<file path="src/rtl/core/mhtis_pkg.sv">
package mhtis_pkg;

  // table geometry
  localparam int unsigned NUM_BUCKETS  = 16;
  localparam int unsigned BUCKET_DEPTH = 8;

  // field widths
  localparam int unsigned KEY_W    = 31;
  localparam int unsigned CNT_W    = 5;   // bucket count register
  localparam int unsigned BKT_W    = $clog2(NUM_BUCKETS);
  localparam int unsigned SLOT_W   = $clog2(BUCKET_DEPTH);
  localparam int unsigned FILL_W   = $clog2(BUCKET_DEPTH + 1);
  localparam int unsigned ADDR_W   = BKT_W + SLOT_W;
  localparam int unsigned BITCNT_W = $clog2(KEY_W);
  localparam int unsigned STATUS_W = 2;

  // result status codes
  localparam logic [STATUS_W-1:0] ST_OK   = 2'd0;
  localparam logic [STATUS_W-1:0] ST_MISS = 2'd1;
  localparam logic [STATUS_W-1:0] ST_FULL = 2'd2;

  // request codes
  localparam logic OP_INSERT = 1'b0;
  localparam logic OP_SEARCH = 1'b1;

  // reset value of the bucket count register
  localparam logic [CNT_W-1:0] BUCKET_COUNT_RST = CNT_W'(16);

endpackage

</file>
<file path="src/rtl/core/modulo_hash_table_insert_search.sv">
// channel  | direction | signals                                      | transfer
// ---------+-----------+----------------------------------------------+-------------------
// cfg      | in        | cfg_valid_i cfg_ready_o cfg_bucket_count_i   | valid & ready
// request  | in        | in_valid_i in_ready_o operation_i key_i      | valid & ready
// result   | out       | out_valid_o out_ready_i status_o bucket_o    | valid & ready
//          |           | slot_o                                       |
//
// one request at a time: a bit-serial remainder over the key, a decide step,
// then for a search a key RAM read and a compare per bucket entry, then the result.
// the remainder unit is one 6-bit compare and subtract. async active-low reset
// clears fill counts, the bucket count (to 16) and control; key RAM is not cleared.
// a stalled result holds the block until out_ready_i takes it.
module modulo_hash_table_insert_search (
  input  logic                            clk_i,
  input  logic                            rst_ni,
  // configuration
  input  logic                            cfg_valid_i,
  output logic                            cfg_ready_o,
  input  logic [mhtis_pkg::CNT_W-1:0]     cfg_bucket_count_i,
  // request
  input  logic                            in_valid_i,
  output logic                            in_ready_o,
  input  logic                            operation_i,
  input  logic [mhtis_pkg::KEY_W-1:0]     key_i,
  // result
  output logic                            out_valid_o,
  input  logic                            out_ready_i,
  output logic [mhtis_pkg::STATUS_W-1:0]  status_o,
  output logic [mhtis_pkg::BKT_W-1:0]     bucket_o,
  output logic [mhtis_pkg::SLOT_W-1:0]    slot_o
);
  import mhtis_pkg::*;

  localparam logic [2:0] S_IDLE   = 3'd0;
  localparam logic [2:0] S_MOD    = 3'd1;
  localparam logic [2:0] S_DECIDE = 3'd2;
  localparam logic [2:0] S_READ   = 3'd3;
  localparam logic [2:0] S_CMP    = 3'd4;
  localparam logic [2:0] S_DONE   = 3'd5;

  logic [2:0]          state_q, state_d;
  logic [CNT_W-1:0]    bucket_count_q;
  logic [CNT_W-1:0]    modulus;
  logic [CNT_W-1:0]    mod_q, mod_d;
  logic                op_q, op_d;
  logic [KEY_W-1:0]    key_q, key_d;
  logic [KEY_W-1:0]    key_sh_q, key_sh_d;
  logic [BITCNT_W-1:0] bit_cnt_q, bit_cnt_d;
  logic [CNT_W-1:0]    rem_q, rem_d;
  logic [CNT_W:0]      trial;
  logic [CNT_W:0]      trial_sub;
  logic [SLOT_W-1:0]   idx_q, idx_d;
  logic [FILL_W-1:0]   fill_q [NUM_BUCKETS];
  logic [FILL_W-1:0]   cur_fill;
  logic [BKT_W-1:0]    bucket;
  logic                fill_we;
  logic [KEY_W-1:0]    mem [NUM_BUCKETS * BUCKET_DEPTH];
  logic                mem_we;
  logic [ADDR_W-1:0]   mem_waddr;
  logic [ADDR_W-1:0]   mem_raddr;
  logic [KEY_W-1:0]    rdata_q;
  logic                out_valid_q, out_valid_d;
  logic [STATUS_W-1:0] status_q, status_d;
  logic [SLOT_W-1:0]   slot_q, slot_d;
  logic                last_entry;

  // configuration register, always writable
  assign cfg_ready_o = 1'b1;

  always_ff @(posedge clk_i or negedge rst_ni) begin
    if (!rst_ni) begin
      bucket_count_q <= BUCKET_COUNT_RST;
    end else if (cfg_valid_i && cfg_ready_o) begin
      bucket_count_q <= cfg_bucket_count_i;
    end
  end

  // effective modulus: zero reads as one, saturate at NUM_BUCKETS
  always_comb begin
    modulus = bucket_count_q;
    if (bucket_count_q == '0) begin
      modulus = CNT_W'(1);
    end else if (bucket_count_q > CNT_W'(NUM_BUCKETS)) begin
      modulus = CNT_W'(NUM_BUCKETS);
    end
  end

  // restoring remainder step, one key bit per cycle
  assign trial     = {rem_q, key_sh_q[KEY_W-1]};
  assign trial_sub = trial - {1'b0, mod_q};

  assign bucket     = rem_q[BKT_W-1:0];
  assign cur_fill   = fill_q[bucket];
  assign last_entry = (FILL_W'(idx_q) + FILL_W'(1)) == cur_fill;
  assign mem_waddr  = {bucket, cur_fill[SLOT_W-1:0]};
  assign mem_raddr  = {bucket, idx_q};

  // sequencer
  always_comb begin
    state_d     = state_q;
    mod_d       = mod_q;
    op_d        = op_q;
    key_d       = key_q;
    key_sh_d    = key_sh_q;
    bit_cnt_d   = bit_cnt_q;
    rem_d       = rem_q;
    idx_d       = idx_q;
    out_valid_d = out_valid_q;
    status_d    = status_q;
    slot_d      = slot_q;
    mem_we      = 1'b0;
    fill_we     = 1'b0;
    case (state_q)
      S_IDLE: begin
        if (in_valid_i) begin
          op_d      = operation_i;
          key_d     = key_i;
          key_sh_d  = key_i;
          mod_d     = modulus;
          rem_d     = '0;
          bit_cnt_d = BITCNT_W'(KEY_W - 1);
          state_d   = S_MOD;
        end
      end
      S_MOD: begin
        if (trial >= {1'b0, mod_q}) begin
          rem_d = trial_sub[CNT_W-1:0];
        end else begin
          rem_d = trial[CNT_W-1:0];
        end
        key_sh_d  = {key_sh_q[KEY_W-2:0], 1'b0};
        bit_cnt_d = bit_cnt_q - BITCNT_W'(1);
        if (bit_cnt_q == '0) begin
          state_d = S_DECIDE;
        end
      end
      S_DECIDE: begin
        slot_d = '0;
        idx_d  = '0;
        if (op_q == OP_INSERT) begin
          if (cur_fill >= FILL_W'(BUCKET_DEPTH)) begin
            status_d = ST_FULL;
          end else begin
            mem_we   = 1'b1;
            fill_we  = 1'b1;
            status_d = ST_OK;
            slot_d   = cur_fill[SLOT_W-1:0];
          end
          out_valid_d = 1'b1;
          state_d     = S_DONE;
        end else if (cur_fill == '0) begin
          status_d    = ST_MISS;
          out_valid_d = 1'b1;
          state_d     = S_DONE;
        end else begin
          state_d = S_READ;
        end
      end
      S_READ: begin
        state_d = S_CMP;
      end
      S_CMP: begin
        if (rdata_q == key_q) begin
          status_d    = ST_OK;
          slot_d      = idx_q;
          out_valid_d = 1'b1;
          state_d     = S_DONE;
        end else if (last_entry) begin
          status_d    = ST_MISS;
          out_valid_d = 1'b1;
          state_d     = S_DONE;
        end else begin
          idx_d   = idx_q + SLOT_W'(1);
          state_d = S_READ;
        end
      end
      S_DONE: begin
        if (out_ready_i) begin
          out_valid_d = 1'b0;
          state_d     = S_IDLE;
        end
      end
      default: begin
        state_d     = S_IDLE;
        out_valid_d = 1'b0;
      end
    endcase
  end

  // control registers
  always_ff @(posedge clk_i or negedge rst_ni) begin
    if (!rst_ni) begin
      state_q     <= S_IDLE;
      out_valid_q <= 1'b0;
    end else begin
      state_q     <= state_d;
      out_valid_q <= out_valid_d;
    end
  end

  // datapath registers
  always_ff @(posedge clk_i) begin
    mod_q     <= mod_d;
    op_q      <= op_d;
    key_q     <= key_d;
    key_sh_q  <= key_sh_d;
    bit_cnt_q <= bit_cnt_d;
    rem_q     <= rem_d;
    idx_q     <= idx_d;
    status_q  <= status_d;
    slot_q    <= slot_d;
  end

  // per-bucket fill counts
  always_ff @(posedge clk_i or negedge rst_ni) begin
    if (!rst_ni) begin
      for (int i = 0; i < NUM_BUCKETS; i++) begin
        fill_q[i] <= '0;
      end
    end else if (fill_we) begin
      fill_q[bucket] <= cur_fill + FILL_W'(1);
    end
  end

  // key ram, one write and one registered read port
  always_ff @(posedge clk_i) begin
    if (mem_we) begin
      mem[mem_waddr] <= key_q;
    end
    rdata_q <= mem[mem_raddr];
  end

  assign in_ready_o  = (state_q == S_IDLE);
  assign out_valid_o = out_valid_q;
  assign status_o    = status_q;
  assign bucket_o    = bucket;
  assign slot_o      = slot_q;

  // a result is never shown while a new request could be taken
  assert property (@(posedge clk_i) disable iff (!rst_ni)
    !(out_valid_o && in_ready_o))
    else $error("result valid while accepting requests");

  // an accepted request starts the remainder loop
  assert property (@(posedge clk_i) disable iff (!rst_ni)
    in_valid_i && in_ready_o |=> state_q == S_MOD)
    else $error("accepted request did not start remainder");

  // the computed bucket lies below the modulus
  assert property (@(posedge clk_i) disable iff (!rst_ni)
    state_q == S_DECIDE |-> rem_q < mod_q)
    else $error("remainder not below modulus");

  // the scan stays inside the filled part of the bucket
  assert property (@(posedge clk_i) disable iff (!rst_ni)
    state_q == S_CMP |-> FILL_W'(idx_q) < cur_fill)
    else $error("scan past bucket fill");

  // dropped and missed requests report slot zero
  assert property (@(posedge clk_i) disable iff (!rst_ni)
    out_valid_o && (status_o == ST_FULL || status_o == ST_MISS) |-> slot_o == '0)
    else $error("nonzero slot on miss or full");

endmodule
</file>
<file path="config.mk">
export PLATFORM = sky130hd
export DESIGN_NAME = modulo_hash_table_insert_search
export DESIGN_NICKNAME = d
export VERILOG_FILES = /design/src/rtl/core/mhtis_pkg.sv /design/src/rtl/core/modulo_hash_table_insert_search.sv
export SDC_FILE = /design/constraint.sdc
export NUM_CORES = 2
export LEC_CHECK = 0
export BUFFER_PORTS_ARGS = -buffer_cell sky130_fd_sc_hd__buf_2
export CAP_MARGIN = 30
export CELL_PAD_IN_SITES_DETAIL_PLACEMENT = 0
export CELL_PAD_IN_SITES_GLOBAL_PLACEMENT = 2
export CORE_MARGIN = 2
export CORE_UTILIZATION = 56
export DETAILED_ROUTE_END_ITERATION = 10
export PLACE_DENSITY_LB_ADDON = 0.12
export SETUP_SLACK_MARGIN = 0.1
export SYNTH_ARGS = -nofsm -noshare
export SYNTH_HDL_FRONTEND = slang
export SYNTH_SLANG_ARGS = --single-unit
export TNS_END_PERCENT = 50
</file>
<file path="constraint.sdc">
create_clock -name clk_i -period 8.1 [get_ports clk_i]
set_clock_uncertainty 0.05 [all_clocks]
set_input_delay 1.62 -clock clk_i [delete_from_list [all_inputs] [get_ports clk_i]]
set_output_delay 1.62 -clock clk_i [all_outputs]
set_load 0.05 [all_outputs]
</file>
==> out/qor.yml <==
sta:
  setup_viol: 0
  post-route-period-util_pct: 65.33
  hold_viol: 0
  relSlewSlack_pct: 5.223
  fin_setup_tns_ps: 0
  worstMarginPinSlew_ps: 1422
  finalMaxSlewViolations: 0
  clock.fmax_mhz: 189.0
  rsz0062_at_grt: "false"
  min_period_ps: 5291
  whs_ps: 424.3
detailed_routing:
  drc_errors: 0
  drt_iter0_markers: 10110
  wl_met2_um: 203600
  top_layer: "met5"
  wl_met3_um: 37160
  wl_per_cell_um: 37.55
  antenna_left: 0
  via_per_inst: 6.645
  first_pass_iters: 6
  drt-total-wl_um: 427600
  drt-met1-wl_um: 169900
  vias: 75677
job:
  maxCapViolations: 0
clock_network:
  clockBufferDepth: 4
  cts_hold_buf: 0
  clkTransAtPathRegs_ps: 60
  cts_buffers: 412
  postCtsSetupRepairBufs: 0
  htreeDepth: 5
  clk_latency_ps: 980
  cts_num_sinks: 4158
  cts_resized: 0
  cts_tree: "done"
  cts_root_buf: "clkbuf_16"
die:
  core_area_mm2: 0.2828
  die-area_mm2: 0.2891
  fp.dieH_um: 537.7
  start_util_pct: 56.40
  fp.dieW_um: 537.7
  io_pins: 54
  rows: 195
power:
  power.leakage_uw: 0.05763
  power.density_mw_per_mm2: 286.9
  irDropWorstVdd_mv: 0.2245
layout:
  final_cell_mix: "edfxtp_1 (4054), mux4_2 (1101), clkbuf_16 (417), mux2i_1 (320), buf_4 (245)"
  multi_input_area_mm2: 0.03427
  regArea_mm2: 0.1242
  syn2layout_area_growth_pct: 13.37
  num-fill-cells: 18534
  layout-drive-gt1-share_pct: 30.00
  final_common_cell: "edfxtp_1"
  nets: 7353
status:
  status: "completed"
synth:
  syn_inst: 6885
  synth-edff-count: 4054
  async_flop_share_pct: 1.756
  syn_avg_cell_area_um2: 23.17
  syn_nets: 6940
  yosysWarnings: 0
  synth.distinct_cells: 67
  ys_ff_latch: 4158
  synthesis.area_mm2: 0.1595
  synth-seq-area-share_pct: 77.86
  ys.flop_type: "edfxtp_1"
placed_design:
  portBuffers: 52
  place_hpwl_um: 260900
  routabilityCongestion: 0.9047
worst_setup_path:
  critPathArrivalTime_ps: 5880
  cp-end-kind: "flop"
  crit_path_max_fanout: 32
  setup.worst_path.start_class: "flop"
  cp.required_ps: 8690
  crit_type: "flop to flop"
global_routing:
  grt_pass1_vias: 74344
  grt_pass1_wl_um: 595700
  antenna_found_initial: 22
  track_usage_pct: 29.99
  grt_max_degree: 130
  grt-ovfl-total: 0
worst_hold_path:
  hold_path.class: "flop to flop"
-- synthesized netlist by cell type (15+ instances only) --
| cell | number | share of area, % |
|---|---|---|
| xnor2_1 | 15 | 0.082 |
| o21ai_0 | 34 | 0.11 |
| o31ai_1 | 15 | 0.071 |
| buf_1 | 59 | 0.14 |
| a21oi_1 | 53 | 0.17 |
| o22ai_1 | 119 | 0.47 |
| inv_1 | 20 | 0.047 |
| dfxtp_1 | 31 | 0.39 |
| o221ai_1 | 35 | 0.19 |
| or3_1 | 16 | 0.063 |
| buf_2 | 137 | 0.43 |
| buf_4 | 28 | 0.13 |
| clkbuf_1 | 168 | 0.40 |
| nor3_1 | 100 | 0.31 |
| dfrtp_1 | 72 | 1.1 |
| nor2_1 | 102 | 0.24 |
| nand2_1 | 158 | 0.37 |
| mux4_2 | 1101 | 16 |
| mux2i_1 | 320 | 2.0 |
| xor2_1 | 24 | 0.13 |
| edfxtp_1 | 4054 | 76 |
| mux2_2 | 50 | 0.35 |
-- through the flow --
stage	setup slack [ps]	std cells	total power (uW)	cell area, um2	utilization [%]
after floorplan	3127	6885	29220	159500	-
after global placement	2591	10542	33250	165800	58.62
after detailed placement	2964	10622	33380	167500	59.23
after CTS	2934	11378	51980	180700	63.91
after global routing	2769	11384	53090	180800	63.94
final	2809	11389	51870	180800	63.94
-- final cells by class --
class / count / area share (%)
Sequential cell: 4158 / 68.68
Timing Repair Buffer: 397 / 2.396
Inverter: 21 / 0.04705
Antenna cell: 6 / 0.008304
Clock buffer: 511 / 6.021
Clock inverter: 245 / 1.303
Tap cell: 3743 / 2.590
Multi-Input combinational cell: 2308 / 18.96
-- power breakdown --
group	leakage [uW]	switching, uW	internal (uW)
sequential	0.0377	212	24400
combinational	0.0134	6120	2380
clock	0.00647	8060	10700
total	0.0576	14400	37500
-- kinds of logic (layout without fill, tap and decap cells) --
kind of cell	after synthesis	in the layout	share of synthesized area [%]
buffers and inverters	419	1174	1.188
adders and majority gates	13	13	0.1067
other	1	7	0.002351
muxes	1477	1477	17.96
and+or+nand+nor	444	444	1.282
AOI/OAI and AO/OA	334	334	1.385
xor gates and xnor gates	39	39	0.2142
DFF	4158	4158	77.86
-- registers in the layout, summed over array words and instances (netlist names), 31 cells and up --
signal / flops
key_sh_q: 31
rdata_q: 31
mem: 3968
fill_q: 64
key_q: 31
-- path summary, 6_finish.rpt --
check	from	to	slack, ps	cells past startpoint
worst max-delay path	rem_q[1]	mem[63][16]	2810	9
worst min-delay path	fill_q[51]	fill_q[51]	420	1
worst max register to register	rem_q[1]	mem[63][16]	2810	9
worst min register to register	fill_q[51]	fill_q[51]	420	1
max in group asynchronous	rst_ni	fill_q[62]	6580	3
min in group asynchronous	rst_ni	bucket_count_q[2]	500	1
-- per-layer routing --
metal / vias to the layer above / global-route usage [%]
li1: 30197 / -
met3: 623 / 5.051
met4: 4 / 10.48
met5: - / 0
met1: 41191 / 44.06
met2: 3662 / 46.35
-- critical path, cell delays in order, from the launching register on --
cell	delay [ps]
edfxtp_1	610
buf_4	330
nand2b_4	420
o22ai_1	150
a211oi_1	560
mux2_4	690
nand2b_2	690
buf_4	530
nor2_4	590
buf_16	240
No activity file was read; power rests on OpenSTA's default activity.
